<file path="src/sv/botp_pkg.sv">
package botp_pkg;

   localparam int AXIS_N  = 3;
   localparam int COORD_W = 16;
   localparam int IDX_W   = 8;
   localparam int NODE_W  = 16;
   localparam int SLOT_W  = 16;
   localparam int TOTAL_W = 63;
   localparam int VOL_W   = 48;
   localparam int PROD_W  = 32;

   localparam logic [1:0] OP_LOAD_SRC = 2'd0;
   localparam logic [1:0] OP_LOAD_DST = 2'd1;
   localparam logic [1:0] OP_QUERY    = 2'd2;
   localparam logic [1:0] OP_CLEAR    = 2'd3;

   localparam logic KIND_SEND = 1'b0;
   localparam logic KIND_RECV = 1'b1;

   localparam logic [SLOT_W-1:0]  SLOT_MAX  = '1;
   localparam logic [TOTAL_W-1:0] TOTAL_MAX = '1;

   typedef logic [COORD_W-1:0] coord_type;

   typedef struct packed {
      coord_type [AXIS_N-1:0] start;
      coord_type [AXIS_N-1:0] size;
      logic [NODE_W-1:0]      owner;
   } box_type;

   // one queued job for the back end: a query with both boxes, or a clear
   typedef struct packed {
      logic             is_clear;
      logic [IDX_W-1:0] src_idx;
      logic [IDX_W-1:0] dst_idx;
      box_type          src;
      box_type          dst;
   } item_type;

endpackage

</file>
<file path="src/sv/botp_queue.sv">
module botp_queue import botp_pkg::*; (
   input  logic     clock,
   input  logic     reset,
   input  logic     push,
   input  item_type push_item,
   output logic     full,
   input  logic     pop,
   output item_type pop_item,
   output logic     empty
);

   localparam int QDEPTH = 2;
   localparam int PW = $clog2(QDEPTH);

   item_type          slot_ff [QDEPTH];
   logic [PW-1:0]     wr_ptr_ff, wr_ptr_in;
   logic [PW-1:0]     rd_ptr_ff, rd_ptr_in;
   logic [PW:0]       count_ff, count_in;

   assign full     = count_ff == (PW+1)'(QDEPTH);
   assign empty    = count_ff == '0;
   assign pop_item = slot_ff[rd_ptr_ff];

   always_comb begin
      wr_ptr_in = wr_ptr_ff;
      rd_ptr_in = rd_ptr_ff;
      count_in  = count_ff;
      if (push) begin
         wr_ptr_in = wr_ptr_ff + 1'b1;
      end
      if (pop) begin
         rd_ptr_in = rd_ptr_ff + 1'b1;
      end
      if (push && !pop) begin
         count_in = count_ff + 1'b1;
      end else if (pop && !push) begin
         count_in = count_ff - 1'b1;
      end
   end

   always_ff @(posedge clock) begin
      if (reset) begin
         wr_ptr_ff <= '0;
         rd_ptr_ff <= '0;
         count_ff  <= '0;
      end else begin
         wr_ptr_ff <= wr_ptr_in;
         rd_ptr_ff <= rd_ptr_in;
         count_ff  <= count_in;
      end
   end

   always_ff @(posedge clock) begin
      if (push) begin
         slot_ff[wr_ptr_ff] <= push_item;
      end
   end

endmodule

</file>
<file path="config.mk">
export PLATFORM = sky130hd
export DESIGN_NAME = botp_queue
export DESIGN_NICKNAME = d
export VERILOG_FILES = /design/src/sv/botp_pkg.sv /design/src/sv/botp_queue.sv
export SDC_FILE = /design/constraint.sdc
export NUM_CORES = 1
export LEC_CHECK = 0
export BUFFER_PORTS_ARGS = -buffer_cell sky130_fd_sc_hd__buf_2
export CAP_MARGIN = 20
export CORE_MARGIN = 1.5
export CORE_UTILIZATION = 47
export DETAILED_ROUTE_END_ITERATION = 6
export PLACE_DENSITY = 0.75
export SKIP_CTS_REPAIR_TIMING = 1
export SYNTH_ARGS = -nofsm -noshare
export SYNTH_HDL_FRONTEND = slang
export SYNTH_SLANG_ARGS = --single-unit
</file>
<file path="constraint.sdc">
create_clock -name clock -period 14.2 [get_ports clock]
set_clock_uncertainty 0.05 [all_clocks]
set_input_delay 2.84 -clock clock [delete_from_list [all_inputs] [get_ports clock]]
set_output_delay 2.84 -clock clock [all_outputs]
set_load 0.01 [all_outputs]
</file>
==> run_results.csv <==
group,metric,value,unit
run_status,outcome,"complete, no violations",
drt,drt_iter0_markers,381,
clocking,max-clock-path-buffers,3,
logic_synthesis,synth_area,18400,um2
worst_setup_path,reg2reg_to,"slot_ff[1][75]",
timing,fin_ws,7.55,ns
layout,nNetsFinal,1539,
global_route,antenna_found_initial,9,
pwr,p_leak,8.93,nW
drt,routed.top_layer,"met5",
drt,viasPerCell,4.91,
worst_setup_path,cp_slowest_stage_delay,1.00,ns
die,die_area,40300,um2
logic_synthesis,synth_top_area_share,78.8,%
worst_setup_path,required,11.31,ns
worst_setup_path,critPathMostFrequentCell,"buf_4",
clocking,clk_pin_slew,0.06,ns
place,place_ws,8.11,ns
timing,fin_crit_sh,46.8,%
global_route,grt_pass1_wl,55.4,mm
logic_synthesis,synthesis.nets,1018,
global_route,grt_overflow_total,0,
clocking,cts_tree,"yes",
clocking,cts.sinks,487,
logic_synthesis,yosys-top-cells-area,"edfxtp_1, mux2_4, mux2_2",
die,die_w,201,um
drt,routedWlPerCell,20.2,um
drt,wl_met1,14.0,mm
drt,num_vias,9102,
logic_synthesis,yosys_warnings,0,
global_route,grt_pass1_vias,9653,
die,initial_core_util,47.6,%
clocking,htree_num_levels,2,
worst_setup_path,crit_path_start_kind,"flop",
worst_setup_path,r2r_start,"wr_ptr_ff",
timing,rsz0062_at_grt,"no",
worst_setup_path,rr_worst_depth,3,
drt,wl_met3,2.74,mm
drt,drc,0,
layout,fin_area,22800,um2
place,dp_hpwl,25.8,mm
drt,ant_nets,0,
timing,fmax,150,MHz
clocking,clk_latency,0.55,ns
pwr,vdd_ir_drop_max,0.121,mV
pwr,power_density,144,nW/um2
timing,slew_viol_final,0,
timing,min_period,6.65,ns
die,io-pin-count,488,
worst_setup_path,reg2reg_setup_slack,11.11,ns
drt,totalWireLength,37.5,mm
worst_setup_path,worstPathMaxFanout,60,
worst_setup_path,arrival,3.76,ns
global_route,grtUsageTotal,18.1,%
drt,wl_met2,19.4,mm
worst_setup_path,worst_setup_path_end_kind,"output pin",
timing,worstMarginPinSlew,1.10,ns
layout,mostFrequentLayoutCells,"buf_2, edfxtp_1, mux2_4",
drt,drtPass1Iterations,4,
layout,final_layout_size_suffix_gt1_share,60.5,%
worst_hold_path,min_path_type,"flop to flop",
clocking,cts_root_buffer,"clkbuf_16",
timing,fin_setup_tns,0,ns
place,port_buffers,487,
global_route,grt_max_degree,78,
logic_synthesis,synth_top_area_cell,"edfxtp_1",
pwr,total_power,3.27,mW
logic_synthesis,postSynthAreaPerCell,23.8,um2
timing,max_slew_margin,26.8,%
die,coreArea,38600,um2
layout,final_common_cell,"buf_2",
layout,area_growth,23.9,%
worst_hold_path,min-delay-start,"count_ff[1]",
logic_synthesis,synth-seq-cells,487,
job,maxCapViolations,0,
logic_synthesis,yosysSeqAreaShare,79.3,%
die,num_rows,72,
worst_setup_path,cp_slowest_cell,"dfxtp_4",
worst_setup_path,critical_path_class,"flop to output pin",
logic_synthesis,synth.distinct_cells,16,
place,dpl-instance-area,21300,um2
die,die_h,201,um
timing,final-setup-viol-count,0,
timing,hold_viol_final,0,
place,gp_congestion,0.799,
clocking,cts-buffers-inserted,48,
worst_setup_path,critPathCapture,"pop_item[37]",
logic_synthesis,synth_cells,772,
worst_setup_path,worstPathCellList,"buf_4 -> buf_4 -> mux2_4 -> buf_2",
-- area by class of cell --
class                           instances  area [um2]
Antenna cell                            6        15.0
Clock buffer                           57        1260
Clock inverter                         30         215
Fill cell                            2844       15900
Inverter                                1        3.75
Multi-Input combinational cell        257        3540
Sequential cell                       487       14600
Tap cell                              518         648
Timing Repair Buffer                  498        2520
-- registers in the layout (all words and copies together), names as in the netlist, named ones only --
register,count
count_ff,2
rd_ptr_ff,1
slot_ff,482
wr_ptr_ff,1
-- worst min-delay path by stage --
stage / to / cells after the start / slack (ns)
detailed placement: count_ff[1] / 2 / 0.45
finish: count_ff[1] / 2 / 0.47
floorplan: count_ff[1] / 2 / 0.41
global placement: count_ff[1] / 2 / 0.43
global route: flop / 2 / 0.51
CTS: count_ff[1] / 2 / 0.46
-- cell families (layout without fill, tap and decap cells) --
| group | after synthesis | in the layout | share of synthesized area, % |
|---|---|---|---|
| and+or+nand+nor | 9 | 9 | 0.238 |
| other | 0 | 6 | 0 |
| muxes | 241 | 241 | 18.6 |
| adders and majority gates | 1 | 1 | 0.0681 |
| DFF | 487 | 487 | 79.3 |
| buffers and inverters | 28 | 586 | 1.50 |
| AOI/OAI and AO/OA | 2 | 2 | 0.0544 |
| xor gates and xnor gates | 4 | 4 | 0.191 |
-- where the power goes --
| group | internal [mW] | leakage [nW] | switching [mW] |
|---|---|---|---|
| clock network | 0.683 | 0.720 | 0.497 |
| logic | 0.191 | 3.64 | 0.190 |
| registers | 1.68 | 4.57 | 0.0309 |
-- worst max-delay path, delay by kind of cell, from the launching register on --
kind,cells,cell delay [ns]
multiplexers,1,0.36
flip-flops,1,1.00
buffers and inverters,3,1.73
-- metal layers --
metal | vias to the layer above | global-route usage (%)
met1 | 4543 | 20.3
met3 | 80 | 5.91
met2 | 341 | 31.6
li1 | 4134 | -
met5 | - | 0
met4 | 4 | 8.03
-- synth_stat cells (all sizes together) --
cell type  instances
xnor2              2
mux2             241
edfxtp           482
nor2               5
ha                 1
o21ai              1
buf               27
inv                1
a21oi              1
dfxtp              5
xor2               2
nor2b              2
or3                1
and2               1
-- through the flow --
stage | cells | util, % | hold WS (ns)
detailed placement | 1761 | 55.1 | 0.453
finish | 1854 | 58.9 | 0.468
global route | 1854 | 58.9 | 0.507
global placement | 1761 | 55.1 | 0.429
floorplan | 772 | - | 0.411
CTS | 1848 | 58.9 | 0.462
Note: power is estimated with default switching activity, not from simulation.
