$ cat src/sv/botp_pkg.sv
package botp_pkg;

   localparam int AXIS_N  = 3;
   localparam int COORD_W = 16;
   localparam int IDX_W   = 8;
   localparam int NODE_W  = 16;
   localparam int SLOT_W  = 16;
   localparam int TOTAL_W = 63;
   localparam int VOL_W   = 48;
   localparam int PROD_W  = 32;

   localparam logic [1:0] OP_LOAD_SRC = 2'd0;
   localparam logic [1:0] OP_LOAD_DST = 2'd1;
   localparam logic [1:0] OP_QUERY    = 2'd2;
   localparam logic [1:0] OP_CLEAR    = 2'd3;

   localparam logic KIND_SEND = 1'b0;
   localparam logic KIND_RECV = 1'b1;

   localparam logic [SLOT_W-1:0]  SLOT_MAX  = '1;
   localparam logic [TOTAL_W-1:0] TOTAL_MAX = '1;

   typedef logic [COORD_W-1:0] coord_type;

   typedef struct packed {
      coord_type [AXIS_N-1:0] start;
      coord_type [AXIS_N-1:0] size;
      logic [NODE_W-1:0]      owner;
   } box_type;

   // one queued job for the back end: a query with both boxes, or a clear
   typedef struct packed {
      logic             is_clear;
      logic [IDX_W-1:0] src_idx;
      logic [IDX_W-1:0] dst_idx;
      box_type          src;
      box_type          dst;
   } item_type;

endpackage

$ cat src/sv/botp_back.sv
module botp_back import botp_pkg::*; #(
   parameter int AXES = 3
) (
   input  logic               clock,
   input  logic               reset,
   input  logic [NODE_W-1:0]  my_node,
   input  logic               q_empty,
   output logic               q_pop,
   input  item_type           q_item,
   output logic               rsp_valid,
   input  logic               rsp_stall,
   output logic               rsp_record_kind,
   output logic [SLOT_W-1:0]  rsp_slot,
   output logic [COORD_W-1:0] rsp_rel_start_x,
   output logic [COORD_W-1:0] rsp_rel_start_y,
   output logic [COORD_W-1:0] rsp_rel_start_z,
   output logic [COORD_W-1:0] rsp_extent_x,
   output logic [COORD_W-1:0] rsp_extent_y,
   output logic [COORD_W-1:0] rsp_extent_z,
   output logic [IDX_W-1:0]   rsp_partner,
   output logic [TOTAL_W-1:0] rsp_send_volume_total,
   output logic [TOTAL_W-1:0] rsp_receive_volume_total,
   output logic               rsp_last
);

   localparam logic [2:0] ST_IDLE = 3'd0;
   localparam logic [2:0] ST_AXES = 3'd1;
   localparam logic [2:0] ST_MUL1 = 3'd2;
   localparam logic [2:0] ST_MUL2 = 3'd3;
   localparam logic [2:0] ST_ACC  = 3'd4;
   localparam logic [2:0] ST_SEND = 3'd5;
   localparam logic [2:0] ST_RECV = 3'd6;

   coord_type [AXIS_N-1:0] ext_c, rs_c, rr_c;

   logic [2:0]             state_ff, state_in;
   item_type               item_ff, item_in;
   coord_type [AXIS_N-1:0] ext_ff, ext_in;
   coord_type [AXIS_N-1:0] rs_ff, rs_in;
   coord_type [AXIS_N-1:0] rr_ff, rr_in;
   logic [PROD_W-1:0]      prod_ff, prod_in;
   logic [VOL_W-1:0]       vol_ff, vol_in;
   logic                   do_recv_ff, do_recv_in;
   logic [SLOT_W-1:0]      sslot_ff, sslot_in;
   logic [SLOT_W-1:0]      rslot_ff, rslot_in;
   logic [SLOT_W-1:0]      send_count_ff, send_count_in;
   logic [SLOT_W-1:0]      recv_count_ff, recv_count_in;
   logic [TOTAL_W-1:0]     send_total_ff, send_total_in;
   logic [TOTAL_W-1:0]     recv_total_ff, recv_total_in;

   logic                   rsp_valid_ff, rsp_valid_in;
   logic                   rsp_kind_ff, rsp_kind_in;
   logic [SLOT_W-1:0]      rsp_slot_ff, rsp_slot_in;
   coord_type [AXIS_N-1:0] rsp_rel_ff, rsp_rel_in;
   coord_type [AXIS_N-1:0] rsp_ext_ff, rsp_ext_in;
   logic [IDX_W-1:0]       rsp_partner_ff, rsp_partner_in;
   logic [TOTAL_W-1:0]     rsp_send_total_ff, rsp_send_total_in;
   logic [TOTAL_W-1:0]     rsp_recv_total_ff, rsp_recv_total_in;
   logic                   rsp_last_ff, rsp_last_in;

   logic                   send_hit;
   logic                   recv_hit;
   logic                   rsp_free;
   logic [TOTAL_W:0]       send_sum;
   logic [TOTAL_W:0]       recv_sum;

   // per-axis intersection: larger start to smaller end, ends kept at 17 bits; unused axes give extent 1
   genvar a;
   generate
      for (a = 0; a < AXIS_N; a++) begin : g_axis
         if (a < AXES) begin : g_used
            logic [COORD_W:0]   src_end, dst_end, hi;
            logic [COORD_W-1:0] lo;
            logic               hit;
            assign src_end = {1'b0, item_ff.src.start[a]} + {1'b0, item_ff.src.size[a]};
            assign dst_end = {1'b0, item_ff.dst.start[a]} + {1'b0, item_ff.dst.size[a]};
            assign lo  = (item_ff.src.start[a] > item_ff.dst.start[a]) ?
                         item_ff.src.start[a] : item_ff.dst.start[a];
            assign hi  = (src_end < dst_end) ? src_end : dst_end;
            assign hit = hi > {1'b0, lo};
            assign ext_c[a] = hit ? COORD_W'(hi - {1'b0, lo}) : '0;
            assign rs_c[a]  = hit ? lo - item_ff.src.start[a] : '0;
            assign rr_c[a]  = hit ? lo - item_ff.dst.start[a] : '0;
         end else begin : g_unused
            assign ext_c[a] = COORD_W'(1);
            assign rs_c[a]  = '0;
            assign rr_c[a]  = '0;
         end
      end
   endgenerate

   assign send_hit = item_ff.src.owner == my_node;
   assign recv_hit = item_ff.dst.owner == my_node;
   assign send_sum = {1'b0, send_total_ff} + (TOTAL_W+1)'(vol_ff);
   assign recv_sum = {1'b0, recv_total_ff} + (TOTAL_W+1)'(vol_ff);
   assign rsp_free = ~rsp_valid_ff | ~rsp_stall;

   always_comb begin
      state_in          = state_ff;
      item_in           = item_ff;
      ext_in            = ext_ff;
      rs_in             = rs_ff;
      rr_in             = rr_ff;
      prod_in           = prod_ff;
      vol_in            = vol_ff;
      do_recv_in        = do_recv_ff;
      sslot_in          = sslot_ff;
      rslot_in          = rslot_ff;
      send_count_in     = send_count_ff;
      recv_count_in     = recv_count_ff;
      send_total_in     = send_total_ff;
      recv_total_in     = recv_total_ff;
      rsp_valid_in      = rsp_valid_ff;
      rsp_kind_in       = rsp_kind_ff;
      rsp_slot_in       = rsp_slot_ff;
      rsp_rel_in        = rsp_rel_ff;
      rsp_ext_in        = rsp_ext_ff;
      rsp_partner_in    = rsp_partner_ff;
      rsp_send_total_in = rsp_send_total_ff;
      rsp_recv_total_in = rsp_recv_total_ff;
      rsp_last_in       = rsp_last_ff;
      q_pop             = 1'b0;

      if (rsp_valid_ff && !rsp_stall) begin
         rsp_valid_in = 1'b0;
      end

      case (state_ff)
         ST_IDLE: begin
            if (!q_empty) begin
               q_pop = 1'b1;
               if (q_item.is_clear) begin
                  send_count_in = '0;
                  recv_count_in = '0;
                  send_total_in = '0;
                  recv_total_in = '0;
               end else begin
                  item_in  = q_item;
                  state_in = ST_AXES;
               end
            end
         end
         ST_AXES: begin
            ext_in   = ext_c;
            rs_in    = rs_c;
            rr_in    = rr_c;
            state_in = ST_MUL1;
         end
         ST_MUL1: begin
            prod_in  = PROD_W'(ext_ff[0]) * PROD_W'(ext_ff[1]);
            state_in = ST_MUL2;
         end
         ST_MUL2: begin
            vol_in   = VOL_W'(prod_ff) * VOL_W'(ext_ff[2]);
            state_in = ST_ACC;
         end
         ST_ACC: begin
            if ((vol_ff == '0) || (!send_hit && !recv_hit)) begin
               state_in = ST_IDLE;
            end else begin
               do_recv_in = recv_hit;
               if (send_hit) begin
                  sslot_in = send_count_ff;
                  if (send_count_ff != SLOT_MAX) begin
                     send_count_in = send_count_ff + 1'b1;
                  end
                  send_total_in = send_sum[TOTAL_W] ? TOTAL_MAX : send_sum[TOTAL_W-1:0];
               end
               if (recv_hit) begin
                  rslot_in = recv_count_ff;
                  if (recv_count_ff != SLOT_MAX) begin
                     recv_count_in = recv_count_ff + 1'b1;
                  end
                  recv_total_in = recv_sum[TOTAL_W] ? TOTAL_MAX : recv_sum[TOTAL_W-1:0];
               end
               state_in = send_hit ? ST_SEND : ST_RECV;
            end
         end
         ST_SEND: begin
            if (rsp_free) begin
               rsp_valid_in      = 1'b1;
               rsp_kind_in       = KIND_SEND;
               rsp_slot_in       = sslot_ff;
               rsp_rel_in        = rs_ff;
               rsp_ext_in        = ext_ff;
               rsp_partner_in    = item_ff.src_idx;
               rsp_send_total_in = send_total_ff;
               rsp_recv_total_in = recv_total_ff;
               rsp_last_in       = ~do_recv_ff;
               state_in          = do_recv_ff ? ST_RECV : ST_IDLE;
            end
         end
         ST_RECV: begin
            if (rsp_free) begin
               rsp_valid_in      = 1'b1;
               rsp_kind_in       = KIND_RECV;
               rsp_slot_in       = rslot_ff;
               rsp_rel_in        = rr_ff;
               rsp_ext_in        = ext_ff;
               rsp_partner_in    = item_ff.dst_idx;
               rsp_send_total_in = send_total_ff;
               rsp_recv_total_in = recv_total_ff;
               rsp_last_in       = 1'b1;
               state_in          = ST_IDLE;
            end
         end
         default: begin
            state_in = ST_IDLE;
         end
      endcase
   end

   always_ff @(posedge clock) begin
      if (reset) begin
         state_ff      <= ST_IDLE;
         send_count_ff <= '0;
         recv_count_ff <= '0;
         send_total_ff <= '0;
         recv_total_ff <= '0;
         rsp_valid_ff  <= 1'b0;
      end else begin
         state_ff      <= state_in;
         send_count_ff <= send_count_in;
         recv_count_ff <= recv_count_in;
         send_total_ff <= send_total_in;
         recv_total_ff <= recv_total_in;
         rsp_valid_ff  <= rsp_valid_in;
      end
   end

   always_ff @(posedge clock) begin
      item_ff           <= item_in;
      ext_ff            <= ext_in;
      rs_ff             <= rs_in;
      rr_ff             <= rr_in;
      prod_ff           <= prod_in;
      vol_ff            <= vol_in;
      do_recv_ff        <= do_recv_in;
      sslot_ff          <= sslot_in;
      rslot_ff          <= rslot_in;
      rsp_kind_ff       <= rsp_kind_in;
      rsp_slot_ff       <= rsp_slot_in;
      rsp_rel_ff        <= rsp_rel_in;
      rsp_ext_ff        <= rsp_ext_in;
      rsp_partner_ff    <= rsp_partner_in;
      rsp_send_total_ff <= rsp_send_total_in;
      rsp_recv_total_ff <= rsp_recv_total_in;
      rsp_last_ff       <= rsp_last_in;
   end

   assign rsp_valid                = rsp_valid_ff;
   assign rsp_record_kind          = rsp_kind_ff;
   assign rsp_slot                 = rsp_slot_ff;
   assign rsp_rel_start_x          = rsp_rel_ff[0];
   assign rsp_rel_start_y          = rsp_rel_ff[1];
   assign rsp_rel_start_z          = rsp_rel_ff[2];
   assign rsp_extent_x             = rsp_ext_ff[0];
   assign rsp_extent_y             = rsp_ext_ff[1];
   assign rsp_extent_z             = rsp_ext_ff[2];
   assign rsp_partner              = rsp_partner_ff;
   assign rsp_send_volume_total    = rsp_send_total_ff;
   assign rsp_receive_volume_total = rsp_recv_total_ff;
   assign rsp_last                 = rsp_last_ff;

endmodule

$ cat config.mk
export PLATFORM = sky130hd
export DESIGN_NAME = botp_back
export DESIGN_NICKNAME = d
export VERILOG_FILES = /design/src/sv/botp_pkg.sv /design/src/sv/botp_back.sv
export SDC_FILE = /design/constraint.sdc
export NUM_CORES = 2
export LEC_CHECK = 0
export ABC_AREA = 0
export BUFFER_PORTS_ARGS = -buffer_cell sky130_fd_sc_hd__buf_2
export CAP_MARGIN = 20
export CORE_MARGIN = 2
export CORE_UTILIZATION = 25
export CTS_BUF_LIST = sky130_fd_sc_hd__clkbuf_8
export DETAILED_ROUTE_END_ITERATION = 8
export SLEW_MARGIN = 20
export SYNTH_ARGS = -nofsm -noshare
export SYNTH_HDL_FRONTEND = slang
export SYNTH_SLANG_ARGS = --single-unit
export TNS_END_PERCENT = 10
$ cat constraint.sdc
create_clock -name clock -period 23.2 [get_ports clock]
set_input_delay 1.16 -clock clock [delete_from_list [all_inputs] [get_ports clock]]
set_output_delay 1.16 -clock clock [all_outputs]
set_load 0.005 [all_outputs]
==> flow_summary.ini <==
[outcome]
outcome = complete, no violations

[floorplanning]
rows = 200
fp.dieArea_um2 = 302000
ioPinCount = 511
die_width_um = 550
core_box_area_um2 = 297000
initial_core_util_pct = 25.1
floorplan.die.height_um = 550

[clock_tree]
cts_root_buf = clkbuf_8
hold_buffers = 0
cts_setup_buffers = 0
clk_latency_ns = 1.01
max-clock-path-buffers = 4
tritoncts = done
numCtsBuffers = 171
total_of_cells_resized_after_clock_tree_synthesis = 0
clk_pin_slew_ns = 0.07
cts.htree.levels = 4
cts_num_sinks = 907

[layout]
post_layout_nonfiller_instances = 12100
area_delta_synth_final_pct = 14.4
num-fill-cells = 31200
drive_above_1_share_pct = 11.2
finish.utilization_pct = 28.7
most-common-layout-cells = nand2_1 (1057), inv_1 (997), edfxtp_1 (745), ha_1 (652), fa_1 (629)
final_common_cell = nand2_1
final_design_area_no_fill_um2 = 85100
fin_nets = 9553
multi_input_area_um2 = 44300
area.sequential_um2 = 25600

[sta]
finalHoldViolations = 0
worst_clock_skew_ns = 0.111
rsz0062_at_grt = no
min_period_over_period_pct = 33.6
slew_headroom_pct = 24.9
final_max_slew_viol_count = 0
timing.final.setup_violations = 0
finalCriticalPeriod_ns = 7.80
tns_ns = 0
worstMarginPinSlew_ns = 1.13
max_clock_freq_mhz = 128

[global_route]
maximum_number_of_pins_on_one_net_before_global_route_repair = 81
first_global_vias = 55100
leftover_overflow_at_the_end_of_global_routing = 0
initial_antenna_violation_count = 16
grt_pass1_wl_mm = 321
overall_global_routing_resource_usage_pct = 13.6

[critical_path]
reg2reg_slack_ns = 15.40
timing.critical_path.arrival_ns = 8.52
cp_common_cell = o21ai_0
cpMaxStageDelayCell = a21oi_4
critPathCaptureType = flip-flop
critPathMaxFanout = 30
timing.rr.start = item_ff[176]
timing.critical_path.slowest_cell_delay_ns = 0.52
critical_path_required_ns = 23.91
worstReg2RegEnd = rr_ff[3]
worst-r2r-cell-count = 35
critPathLaunchType = flip-flop
category_of_the_most_critical_setup_path = reg2reg

[synth]
ys_seq_elements = 907
post_synth.cell_area_avg_um2 = 9.90
postSynthCellCount = 7519
mappedNetlistArea_um2 = 74400
post_synth_num_cell_types = 100
yosys_warnings = 0
mappedNetlistNets = 9061
synth_flop_cell = edfxtp_1
sequential_element_share_of_the_synthesized_area_pct = 34.4
asyncSetResetFlopFracSynth_pct = 0
synth_edf_count = 745

[detailed_routing]
postRouteWirelength_mm = 208
detail_route.drc_violations = 0
route.vias.total = 55100
post_drt_wl_per_cell_um = 17.2
avg_vias_per_cell = 4.56
drtIter0Drc = 3633
drt.antenna.violating_nets = 0
drt_pass1_iterations = 5

[worst_hold_path]
hp-start = q_item[81]
min_to = item_ff[81]
holdCritPathClass = in2reg
min_delay_path_depth = 1

[run]
max_cap_violations = 0

[place]
dp_hpwl_mm = 158
port-buffer-count = 510
global_placement_routability_congestion = 0.898
instance_area_at_placement_um2 = 81500
dpl.cell_count = 11800
## Yosys cell counts (66+ instances only)
master    count  area share [%]
a21o_1      204             2.1
a21oi_1     507             3.4
and2_1      308             2.6
clkbuf_1    218             1.1
dfxtp_1     162             4.4
edfxtp_1    745              30
fa_1        629              17
ha_1        652              11
inv_1       955             4.8
nand2_1    1057             5.3
nand3_1     101            0.68
nand4_1      66            0.55
nor2_1      296             1.5
nor3_1       86            0.58
o21ai_0     274             1.8
xnor2_1     197             2.3
xor2_1      190             2.2
## kinds of logic (layout without fill, tap and decap cells)
kind of cell	Yosys count	after routing	synth area share, %
flops	907	907	34.4
compound gates	1444	1444	12.2
simple gates	2236	2236	14.1
other cells	0	4	0
mux	45	45	0.619
xor+xnor	387	387	4.55
buf+inv	1219	1845	6.23
fa+ha+maj	1281	1281	27.9
## through the flow
stage                     hold WS (ns)  setup WS, ns
after floorplan                  0.414          4.42
after global placement           0.445         15.54
after detailed placement         0.441         15.46
after CTS                        0.217         15.39
after global routing             0.274         14.61
final                            0.333         15.40
## how the worst max path moves through the flow
stage,start,to,depth (start not counted)
after CTS,item_ff[176],rr_ff[3],35
after floorplan,q_item[240],item_ff[0],1
after global placement,item_ff[65],rs_ff[3],29
after detailed placement,item_ff[176],rr_ff[3],35
final,item_ff[176],rr_ff[3],35
after global routing,item_ff[176],rs_ff[4],35
## flip-flops by register name, indices dropped and copies added, names as in the netlist, 32 cells and up
name / cells
ext_ff: 48
send_total_ff: 63
rr_ff: 48
item_ff: 240
recv_total_ff: 63
rsp_send_volume_total: 63
prod_ff: 32
rs_ff: 48
rsp_receive_volume_total: 63
vol_ff: 48
## cell type report
class	instances	share of cell area, %
Sequential cell	907	30.1
Antenna cell	4	0.0118
Multi-Input combinational cell	5393	52.1
Inverter	956	4.22
Clock inverter	124	1.22
Timing Repair Buffer	582	3.63
Tap cell	3939	5.79
Clock buffer	183	2.96
## critical path, delay by kind of cell, from the launching register on
kind / cells / cell delay [ns]
and+or+nand+nor: 8 / 1.23
buffers and inverters: 2 / 0.53
adders and majority gates: 4 / 1.22
xor gates and xnor gates: 1 / 0.13
DFF: 1 / 0.37
AOI/OAI and AO/OA: 20 / 4.02
## routing by layer
metal / global-route usage [%] / routed length, um / part of all wire (%)
met5: 0 / 12 / 0.0058
met4: 3.51 / 4960 / 2.4
met3: 2.90 / 15700 / 7.5
met2: 20.7 / 89000 / 43
met1: 19.3 / 98700 / 47
Power is not shown: default switching activity piles up to over one toggle a cycle in this logic, so the estimate is an artifact.
